**src/hdl/u8sd_pkg.sv**
```systemverilog
package u8sd_pkg;

  localparam int CpW  = 21;
  localparam int LenW = 3;
  localparam int CntW = 16;

  localparam logic [7:0] ByteZero   = 8'h00;
  localparam logic [7:0] ContBase   = 8'h80;
  localparam logic [7:0] Lead2Base  = 8'hC0;
  localparam logic [7:0] Lead3Base  = 8'hE0;
  localparam logic [7:0] Lead4Base  = 8'hF0;
  localparam logic [7:0] BadHigh    = 8'hF8;
  localparam logic [7:0] ContMask   = 8'h3F;
  localparam logic [7:0] Lead2Mask  = 8'h1F;
  localparam logic [7:0] Lead3Mask  = 8'h0F;
  localparam logic [7:0] Lead4Mask  = 8'h07;

  localparam logic [LenW-1:0] LenNone = 3'd0;
  localparam logic [LenW-1:0] Len1    = 3'd1;
  localparam logic [LenW-1:0] Len2    = 3'd2;
  localparam logic [LenW-1:0] Len3    = 3'd3;
  localparam logic [LenW-1:0] Len4    = 3'd4;

  localparam logic [1:0] RemNone = 2'd0;
  localparam logic [1:0] RemOne  = 2'd1;
  localparam logic [1:0] RemTwo  = 2'd2;
  localparam logic [1:0] RemThree = 2'd3;

  typedef struct packed {
    logic [CpW-1:0]  acc;
    logic [1:0]      remain;
    logic [LenW-1:0] len;
    logic [CntW-1:0] chars;
    logic [CntW-1:0] bytes;
  } state_t;

  typedef struct packed {
    logic [CpW-1:0]  code_point;
    logic [LenW-1:0] seq_length;
    logic [CntW-1:0] char_count;
    logic [CntW-1:0] byte_count;
    logic            end_of_string;
    logic            bad_lead;
  } result_t;

  function automatic logic [CntW-1:0] sat_inc(input logic [CntW-1:0] v);
    return (&v) ? v : CntW'(v + 1'b1);
  endfunction

  function automatic logic [CpW-1:0] lead_bits(input logic [7:0] b, input logic [7:0] mask);
    return {{(CpW-8){1'b0}}, b & mask};
  endfunction

endpackage

```
**src/hdl/u8sd_if.sv**
```systemverilog
interface u8sd_byte_if;
  logic       valid;
  logic       ready;
  logic [7:0] byte_in;

  modport source (output valid, output byte_in, input ready);
  modport sink (input valid, input byte_in, output ready);
endinterface

interface u8sd_result_if;
  logic                     valid;
  logic                     ready;
  logic [u8sd_pkg::CpW-1:0]  code_point;
  logic [u8sd_pkg::LenW-1:0] seq_length;
  logic [u8sd_pkg::CntW-1:0] char_count;
  logic [u8sd_pkg::CntW-1:0] byte_count;
  logic                     end_of_string;
  logic                     bad_lead;

  modport source (output valid, output code_point, output seq_length, output char_count,
                  output byte_count, output end_of_string, output bad_lead, input ready);
  modport sink (input valid, input code_point, input seq_length, input char_count,
                input byte_count, input end_of_string, input bad_lead, output ready);
endinterface

```
**src/hdl/u8sd_step.sv**
```systemverilog
module u8sd_step (
  input  u8sd_pkg::state_t  cur,
  input  logic [7:0]        byte_in,
  output u8sd_pkg::state_t  nxt,
  output u8sd_pkg::result_t res,
  output logic              emit
);

  always_comb begin
    nxt  = cur;
    emit = 1'b0;
    res  = '0;
    if (cur.remain != u8sd_pkg::RemNone) begin
      // continuation, top bits not checked
      nxt.acc    = {cur.acc[u8sd_pkg::CpW-7:0], byte_in[5:0] & u8sd_pkg::ContMask[5:0]};
      nxt.remain = cur.remain - 2'd1;
      nxt.bytes  = u8sd_pkg::sat_inc(cur.bytes);
      if (cur.remain == u8sd_pkg::RemOne) begin
        nxt.chars      = u8sd_pkg::sat_inc(cur.chars);
        emit           = 1'b1;
        res.code_point = nxt.acc;
        res.seq_length = cur.len;
      end
    end else if (byte_in == u8sd_pkg::ByteZero) begin
      emit              = 1'b1;
      res.end_of_string = 1'b1;
      nxt.chars         = '0;
      nxt.bytes         = '0;
      nxt.acc           = '0;
      nxt.len           = u8sd_pkg::LenNone;
    end else begin
      nxt.bytes = u8sd_pkg::sat_inc(cur.bytes);
      if (byte_in < u8sd_pkg::ContBase) begin
        nxt.acc        = u8sd_pkg::lead_bits(byte_in, 8'hFF);
        nxt.len        = u8sd_pkg::Len1;
        nxt.chars      = u8sd_pkg::sat_inc(cur.chars);
        emit           = 1'b1;
        res.code_point = nxt.acc;
        res.seq_length = u8sd_pkg::Len1;
      end else if (byte_in < u8sd_pkg::Lead2Base || byte_in >= u8sd_pkg::BadHigh) begin
        nxt.acc      = '0;
        nxt.len      = u8sd_pkg::LenNone;
        emit         = 1'b1;
        res.bad_lead = 1'b1;
      end else if (byte_in < u8sd_pkg::Lead3Base) begin
        nxt.acc    = u8sd_pkg::lead_bits(byte_in, u8sd_pkg::Lead2Mask);
        nxt.len    = u8sd_pkg::Len2;
        nxt.remain = u8sd_pkg::RemOne;
      end else if (byte_in < u8sd_pkg::Lead4Base) begin
        nxt.acc    = u8sd_pkg::lead_bits(byte_in, u8sd_pkg::Lead3Mask);
        nxt.len    = u8sd_pkg::Len3;
        nxt.remain = u8sd_pkg::RemTwo;
      end else begin
        nxt.acc    = u8sd_pkg::lead_bits(byte_in, u8sd_pkg::Lead4Mask);
        nxt.len    = u8sd_pkg::Len4;
        nxt.remain = u8sd_pkg::RemThree;
      end
    end
    res.char_count = nxt.chars;
    res.byte_count = nxt.bytes;
    if (res.end_of_string) begin
      res.char_count = cur.chars;
      res.byte_count = cur.bytes;
    end
  end

endmodule

```
**src/hdl/utf8_stream_decoder_core.sv**
```systemverilog
// channel  | dir | payload
// stream   | in  | byte_in
// result   | out | code_point, seq_length, char_count, byte_count, end_of_string, bad_lead
//
// one byte per cycle unless the result side stalls; a byte's result lands in the result register
// path: input register, one decode step, result register
// rst (synchronous) clears the open sequence, both counts and all valid flags
// a stalled result holds the decode stage, which in turn holds the stream side
module utf8_stream_decoder_core (
  input logic                clk,
  input logic                rst,
  u8sd_byte_if.sink          stream,
  u8sd_result_if.source      result
);

  logic              s1_valid;
  logic [7:0]        s1_byte;
  u8sd_pkg::state_t  st;
  u8sd_pkg::state_t  st_next;
  u8sd_pkg::result_t step_res;
  logic              step_emit;
  logic              out_valid;
  u8sd_pkg::result_t out_res;
  logic              out_free;
  logic              s1_go;

  assign out_free     = !out_valid || result.ready;
  assign s1_go        = s1_valid && out_free;
  assign stream.ready = !s1_valid || s1_go;

  u8sd_step u_step (
    .cur     (st),
    .byte_in (s1_byte),
    .nxt     (st_next),
    .res     (step_res),
    .emit    (step_emit)
  );

  always_ff @(posedge clk) begin
    if (rst) begin
      s1_valid  <= 1'b0;
      out_valid <= 1'b0;
      st        <= '0;
    end else begin
      if (stream.ready) begin
        s1_valid <= stream.valid;
      end
      if (s1_go) begin
        st <= st_next;
      end
      if (out_free) begin
        out_valid <= s1_go && step_emit;
      end
    end
  end

  always_ff @(posedge clk) begin
    if (stream.valid && stream.ready) begin
      s1_byte <= stream.byte_in;
    end
    if (s1_go && step_emit) begin
      out_res <= step_res;
    end
  end

  assign result.valid         = out_valid;
  assign result.code_point    = out_res.code_point;
  assign result.seq_length    = out_res.seq_length;
  assign result.char_count    = out_res.char_count;
  assign result.byte_count    = out_res.byte_count;
  assign result.end_of_string = out_res.end_of_string;
  assign result.bad_lead      = out_res.bad_lead;

endmodule

```
**src/flat_wrapper.sv**
```systemverilog
// flat-port wrapper written by rule: the top's interface ports become plain ports
module utf8_stream_decoder_core_flat 
  (clk, rst, stream_valid, stream_byte_in, stream_ready, result_valid, result_code_point, result_seq_length, result_char_count, result_byte_count, result_end_of_string, result_bad_lead, result_ready);
  u8sd_byte_if stream_i ();
  u8sd_result_if result_i ();
  input logic clk;
  input logic rst;
  input wire logic [$bits(stream_i.valid)-1:0] stream_valid;
  input wire logic [$bits(stream_i.byte_in)-1:0] stream_byte_in;
  output wire logic [$bits(stream_i.ready)-1:0] stream_ready;
  output wire logic [$bits(result_i.valid)-1:0] result_valid;
  output wire logic [$bits(result_i.code_point)-1:0] result_code_point;
  output wire logic [$bits(result_i.seq_length)-1:0] result_seq_length;
  output wire logic [$bits(result_i.char_count)-1:0] result_char_count;
  output wire logic [$bits(result_i.byte_count)-1:0] result_byte_count;
  output wire logic [$bits(result_i.end_of_string)-1:0] result_end_of_string;
  output wire logic [$bits(result_i.bad_lead)-1:0] result_bad_lead;
  input wire logic [$bits(result_i.ready)-1:0] result_ready;
  assign stream_i.valid = stream_valid;
  assign stream_i.byte_in = stream_byte_in;
  assign stream_ready = stream_i.ready;
  assign result_valid = result_i.valid;
  assign result_code_point = result_i.code_point;
  assign result_seq_length = result_i.seq_length;
  assign result_char_count = result_i.char_count;
  assign result_byte_count = result_i.byte_count;
  assign result_end_of_string = result_i.end_of_string;
  assign result_bad_lead = result_i.bad_lead;
  assign result_i.ready = result_ready;
  utf8_stream_decoder_core u_core (.clk(clk), .rst(rst), .stream(stream_i), .result(result_i));
endmodule
```
**config.mk**
```make
export PLATFORM = sky130hd
export DESIGN_NAME = utf8_stream_decoder_core_flat
export DESIGN_NICKNAME = d
export VERILOG_FILES = /design/src/hdl/u8sd_pkg.sv /design/src/hdl/u8sd_if.sv /design/src/hdl/u8sd_step.sv /design/src/hdl/utf8_stream_decoder_core.sv /design/src/flat_wrapper.sv
export SDC_FILE = /design/constraint.sdc
export NUM_CORES = 1
export LEC_CHECK = 0
export BUFFER_PORTS_ARGS = -buffer_cell sky130_fd_sc_hd__buf_2
export CORE_AREA = 2 2 114 116
export CTS_BUF_LIST = sky130_fd_sc_hd__clkbuf_16
export DETAILED_ROUTE_END_ITERATION = 7
export DIE_AREA = 0 0 116 118
export SLEW_MARGIN = 20
export SYNTH_ARGS = -nofsm -noshare
export SYNTH_HDL_FRONTEND = slang
export SYNTH_SLANG_ARGS = --single-unit
```
**constraint.sdc**
```tcl
create_clock -name clk -period 6.6 [get_ports clk]
set_input_delay 0.33 -clock clk [delete_from_list [all_inputs] [get_ports clk]]
set_output_delay 0.33 -clock clk [all_outputs]
set_load 0.02 [all_outputs]
```
==> results of run 1 <==
## how the worst min path moves through the flow
| stage | to | slack (ns) | depth (start not counted) | from |
|---|---|---|---|---|
| final | u_core.s1_byte[4] | 0.08 | 1 | stream_byte_in[4] |
| after CTS | u_core.s1_byte[4] | 0.07 | 1 | stream_byte_in[4] |
| after global placement | u_core.st[46] | 0.43 | 2 | u_core.st[46] |
| after detailed placement | u_core.st[47] | 0.44 | 2 | u_core.st[47] |
| after global routing | u_core.s1_byte[4] | 0.07 | 1 | stream_byte_in[4] |
| after floorplan | u_core.st[46] | 0.43 | 2 | u_core.st[46] |
## sequential cells by signal (all words and copies together), names as in the netlist
register,flops
u_core.result.end_of_string,1
u_core.result.valid,1
u_core.result.byte_count,16
u_core.st,52
u_core.s1_valid,1
u_core.result.char_count,16
u_core.result.seq_length,3
u_core.result.code_point,21
u_core.s1_byte,8
u_core.result.bad_lead,1
## synthesized netlist by cell type (3+ instances only)
master,instances,area share
inv_1,5,0.0034
and2_1,5,0.0056
buf_2,9,0.0081
nand3_1,34,0.031
edfxtp_1,66,0.36
o311ai_0,4,0.0063
nor3_1,21,0.019
nand2_1,49,0.033
and3_1,28,0.032
xnor2_1,6,0.0095
mux2_2,5,0.010
nor3b_1,3,0.0041
or3_1,10,0.011
nor2_1,32,0.022
clkbuf_1,24,0.016
o21ai_0,15,0.014
nand2b_1,4,0.0045
a31oi_1,14,0.016
nor4_1,7,0.0079
a211oi_1,5,0.0068
xor2_1,13,0.021
a41oi_1,3,0.0047
mux2i_1,3,0.0054
o211ai_1,4,0.0054
nand4_1,19,0.021
a311oi_1,3,0.0047
and4_1,10,0.016
or4_1,7,0.0095
dfxtp_1,54,0.20
a21oi_1,58,0.052
## per-stage QoR
stage	instances	utilization
after floorplan	547	-
after global placement	756	0.481
after detailed placement	756	0.481
after CTS	788	0.527
after global routing	788	0.527
final	788	0.527
## layout by cell type, fill, tap and decap left out, types with 3 or more instances in the layout
master / n
dfxtp_1: 54
a211oi_1: 4
clkbuf_16: 17
nand2b_1: 4
buf_4: 4
bufinv_16: 3
nand2_1: 49
buf_2: 71
o21ai_0: 15
nor3b_1: 3
or4_1: 7
mux2_2: 5
a31oi_1: 14
xor2_1: 13
o311ai_0: 4
clkinv_1: 5
nand4_1: 19
nor4_1: 7
and4_1: 10
nand3_1: 34
a311oi_1: 3
xnor2_1: 6
o211ai_1: 4
mux2i_1: 3
inv_1: 7
or3_1: 10
a41oi_1: 3
and2_1: 5
and3_1: 28
nor3_1: 21
a21oi_1: 58
clkinv_2: 4
nor2_1: 32
edfxtp_1: 66
## cells by family (layout without fill, tap and decap cells)
family	count (synthesis)	after routing	synth area share
compound gates	115	115	0.123
xor+xnor	19	19	0.0300
fa+ha+maj	2	2	0.00452
buf+inv	43	112	0.0352
flops	120	120	0.553
mux	8	8	0.0156
simple gates	240	240	0.239
## layer usage
| layer | GRT usage | wire [um] | up-vias |
|---|---|---|---|
| met5 | 0 | 0 | - |
| met4 | 0.0804 | 204 | 0 |
| met3 | 0.0546 | 690 | 21 |
| met2 | 0.299 | 6000 | 132 |
| met1 | 0.246 | 5580 | 2084 |
| li1 | - | - | 2177 |
## worst max-delay path: cells and delay by family (launching register included)
| kind | cells | cell delay, ns |
|---|---|---|
| flops | 1 | 0.53 |
| buf+inv | 1 | 0.58 |
| simple gates | 4 | 1.19 |
| mux | 1 | 0.33 |
## area by class of cell
cell class | count | area, um^2
Sequential cell | 120 | 3060
Timing Repair Buffer | 75 | 385
Inverter | 5 | 18.8
Clock buffer | 17 | 425
Fill cell | 1167 | 5870
Multi-Input combinational cell | 384 | 2290
Clock inverter | 15 | 144
Tap cell | 172 | 215
## power groups by stage
stage                     Combinational (mW)  Sequential, mW  Clock, mW
after floorplan                       0.0464           0.867          0
after global placement                 0.105           0.843          0
after detailed placement               0.105           0.844          0
after CTS                              0.106           0.830      0.904
after global routing                   0.114           0.832      0.931
final                                  0.104           0.830      0.889
==> metrics, run 1 <==
gr usage total=0.191; Startpoint Class=register; R2R Path Start=u_core.s1_byte[5]; Max Root-Sink Buffers=2; Final WS setup=3.71 ns; Design Area, Final=6550 um^2; Worst Path Arrival=3.06 ns; WL/cell=15.8 um; count of yosys warnings during synthesis=0; first-pass GRT wire length=20200 um; unrepaired setup endpoints after global routing=false; CP endpoint kind=register; initial antenna violation count=0; worst path cell trace=nor4_2 -> nand3_1 -> inv_1 -> nor3_1 -> nand3_1 -> mux2_2; post-synthesis sequential area ratio=0.553; reg2reg end=u_core.result.byte_count[12]; Max Cap Violations=0; setup TNS after final layout=0 ns; Hold-fix buffers, CTS=0; synthesized area=5540 um^2; clk slew on worst S/H paths=0.05 ns; VDD IR max=0.181 mV; Final #Nets=617; Clock power frac=0.488; register share of total power=0.455; post-cts sizing count=0; CP dominant cell by count=nand3_1; fin crit share=0.437; Leak Pwr=2.37 nW; status=complete, no violations; Peak Freq=347 MHz; pins over their slew limit=0; P_sw=400 uW; number of setup buffers added after CTS=0; PortBufs=71; n_diodes=0; worst hold slack=0.0850 ns; worst endpoint required time=6.77 ns; crit-path max FO=16; Pre-Repair DR Iteration Count=5; pin count of the biggest net entering global routing=51; routed vias/inst=5.60; syn_area_per_cell=10.1 um^2; gr ovfl total=0; # H-tree levels=4; vias in the first global route=4106; critical path class=register to register; Post-Place Cell Area=5980 um^2; library cells used by synthesis=51; dpl ws=3.70 ns; std cell rows=41; Tot Pwr=1.82 mW; Power Density=279 nW/um^2; drt drc=0; DRT antenna net count=0; number of synthesized flops with an enable pin=66; share of cells above drive strength 1=0.185; total core area=12400 um^2; WL final=12500 um; slowest cell delay on critical path=0.58 ns; Logic pwr share=0.057; Setup crit start=u_core.s1_byte[5]; final hold viol count=0; clk sinks=120; Post-DP HPWL=8320 um; Initial DRC Count=305; setup slack, reg-to-reg=3.71 ns; Layout area overhead=18.2%; Starting Density=0.446; Num CTS Buffers=17; Die Y=118 um; gp weighted congestion=0.896; Syn Nets=561; die area=13700 um^2; Hold WC Path Type=primary input to register; Die X-Extent=116 um; io pins=72; Clock Skews=0.00888 ns; # setup viols final=0; Int Power=1.42 mW; Worst Setup EP=u_core.result.byte_count[12]; final worst path period need=2.89 ns; CTS Root Cell=clkbuf_16; Synth Register Bits=120; Worst Max-Slew Pin Slew=0.968 ns; ys async rst share=0; cell count of the worst reg-to-reg path=6; crit path max-delay cell type=inv_1; CTS tree=yes; clock latency on the worst-skew pair=0.42 ns; dominant synthesized flop cell=edfxtp_1; switching part of the total=0.219; Post-Synthesis Cells=547; Rel. slew slack=0.353; via count=4414
No activity file was read; power rests on OpenSTA's default activity.
==> run 2, diff against run 1 <==
- clock period: 6.6 -> 2.7 ns (I/O delays scaled with it)
==> run 2 against run 1 <==
Net effect:
- sequential share of layout area decreased by 1.3 points
- maximum frequency increased by 26%
- final cell count increased by 2.3%
- wire length increased by 3.9%
- setup slack got worse by 3.3 ns
- sequential power increased by 140%
==> metrics, run 2 (synthesized netlist as in run 1, its figures left out) <==
WL/cell=16.1 um (+1.6%); status=complete, no violations; DRT antenna net count=0 (unchanged); slowest cell delay on critical path=0.62 ns (+0.04 ns); area occupied by multi-input gates=2320 um^2 (+0.98%); reg2reg end=u_core.result.char_count[1]; gp weighted congestion=0.886 (-1.1%); clk sinks=120 (unchanged); first-pass GRT wire length=20900 um (+3.6%); Worst Max-Slew Pin Slew=0.978 ns (+0.00985 ns); number of flip-flops under the largest register name=52 (unchanged); critical path class=register to register; vias in the first global route=4167 (+1.5%); initial antenna violation count=0 (unchanged); via count=4493 (+1.8%); fin crit share=0.850 (+0.413); register with the most flip-flops=u_core.st; Layout fillers=1175 (+0.69%); min-delay src=result_ready; Die X-Extent=116 um (unchanged); Hold WC Path Type=primary input to register; Die Y=118 um (unchanged); Worst Path Arrival=2.47 ns (-0.59 ns); Layout area overhead=21.7%; # setup viols final=0 (unchanged); post-cts sizing count=0 (unchanged); cell count of the worst reg-to-reg path=4 (-2); Leak Pwr=2.45 nW (+3.5%); # H-tree levels=4 (unchanged); WL final=13000 um (+3.9%); pin count of the biggest net entering global routing=51 (unchanged); drt drc=0 (unchanged); routed vias/inst=5.57 (-0.48%); commonest non-fill, non-tap cell in the layout=buf_2; std cell rows=41 (unchanged); unrepaired setup endpoints after global routing=false; n_diodes=0 (unchanged); Num CTS Buffers=17 (unchanged); Startpoint Class=register; gr ovfl total=0 (unchanged); Starting Density=0.446 (unchanged); pins over their slew limit=0 (unchanged); CTS Root Cell=clkbuf_16; PortBufs=71 (unchanged); Hold-fix buffers, CTS=9 (+9); setup slack, reg-to-reg=0.40 ns (-3.31 ns); number of setup buffers added after CTS=0 (unchanged); Worst Hold Endpoint=u_core.result.valid; Post-Place Cell Area=6070 um^2 (+1.5%); Final #Nets=635 (+2.9%); Pre-Repair DR Iteration Count=5 (unchanged); Tot Pwr=4.50 mW (+150%); CTS tree=yes; CP endpoint kind=register; Rel. slew slack=0.348 (-0.00449); total core area=12400 um^2 (unchanged); Initial DRC Count=237 (-22%); worst endpoint required time=2.87 ns (-3.90 ns); clock latency on the worst-skew pair=0.42 ns (about the same); hold path depth=4 (+3); final hold viol count=0 (unchanged); gr usage total=0.197 (+0.00611); Clock Skews=0.00589 ns (-0.00299 ns); Storage cell area=3060 um^2 (unchanged); crit-path max FO=10 (-6); Design Area, Final=6740 um^2 (+3.0%); Max Root-Sink Buffers=2 (unchanged); share of cells above drive strength 1=0.202 (+0.0168); worst path cell trace=or4_4 -> nor3_4 -> nor3_2 -> mux2_2; die area=13700 um^2 (unchanged); io pins=72 (unchanged); Power Density=667 nW/um^2 (+140%); crit path max-delay cell type=or4_4; Peak Freq=436 MHz (+26%); Post-DP HPWL=8700 um (+4.5%); clk slew on worst S/H paths=0.06 ns (about the same); most frequent cells in the layout=71 x buf_2, 66 x edfxtp_1, 58 x a21oi_1; R2R Path Start=u_core.s1_byte[5]; Max Cap Violations=0 (unchanged); VDD IR max=0.324 mV (+79%); final worst path period need=2.30 ns (-0.590 ns)
==> run 2: worst max-delay path: cells and delay by family, from the launching register on <==
kind	cells	cell delay (ns)
flops	1	0.56
simple gates	3	1.18
mux	1	0.30
==> run 2: how the worst max path moves through the flow <==
stage                                 start                      endpoint  slack (ns)  depth (start not counted)
after global placement    u_core.s1_byte[5]   u_core.result.char_count[1]        0.48                          4
after detailed placement  u_core.s1_byte[5]                 u_core.st[12]        0.42                          5
after floorplan           u_core.s1_byte[7]        u_core.result.bad_lead      -0.002                          4
after global routing          u_core.st[16]  u_core.result.char_count[14]        0.25                          6
after CTS                 u_core.s1_byte[5]   u_core.result.char_count[1]        0.41                          4
final                     u_core.s1_byte[5]   u_core.result.char_count[1]        0.40                          4
==> run 2: area by class of cell <==
class | count | area share
Clock buffer | 18 | 0.0668
Tap cell | 172 | 0.0319
Timing Repair Buffer | 93 | 0.0806
Inverter | 5 | 0.00278
Multi-Input combinational cell | 384 | 0.344
Sequential cell | 120 | 0.455
Clock inverter | 14 | 0.0197
==> run 2: per-stage QoR <==
step / std cells / setup TNS, ns / util / hold slack, ns / setup slack, ns
3_3_place_gp: 765 / 0 / 0.489 / 0.316 / 0.478
3_5_place_dp: 765 / 0 / 0.489 / 0.315 / 0.422
4_1_cts: 806 / 0 / 0.543 / 0.0247 / 0.410
5_1_grt: 806 / 0 / 0.543 / 0.0686 / 0.247
2_1_floorplan: 547 / -0.102 / - / 0.234 / -0.00176
6_report: 806 / 0 / 0.543 / 0.0389 / 0.404
==> run 2: layer usage <==
metal / up-vias / track usage / wire length (um)
met2: 122 / 0.300 / 6090
met3: 20 / 0.0515 / 604
met4: 0 / 0.0766 / 199
met1: 2121 / 0.267 / 6060
li1: 2230 / - / -
met5: - / 0 / 0
==> run 2: power by group <==
| part | switching [mW] | internal (mW) |
|---|---|---|
| Combinational | 0.189 | 0.0855 |
| Sequential | 0.0371 | 1.99 |
| Clock | 0.800 | 1.39 |
| Total | 1.03 | 3.47 |
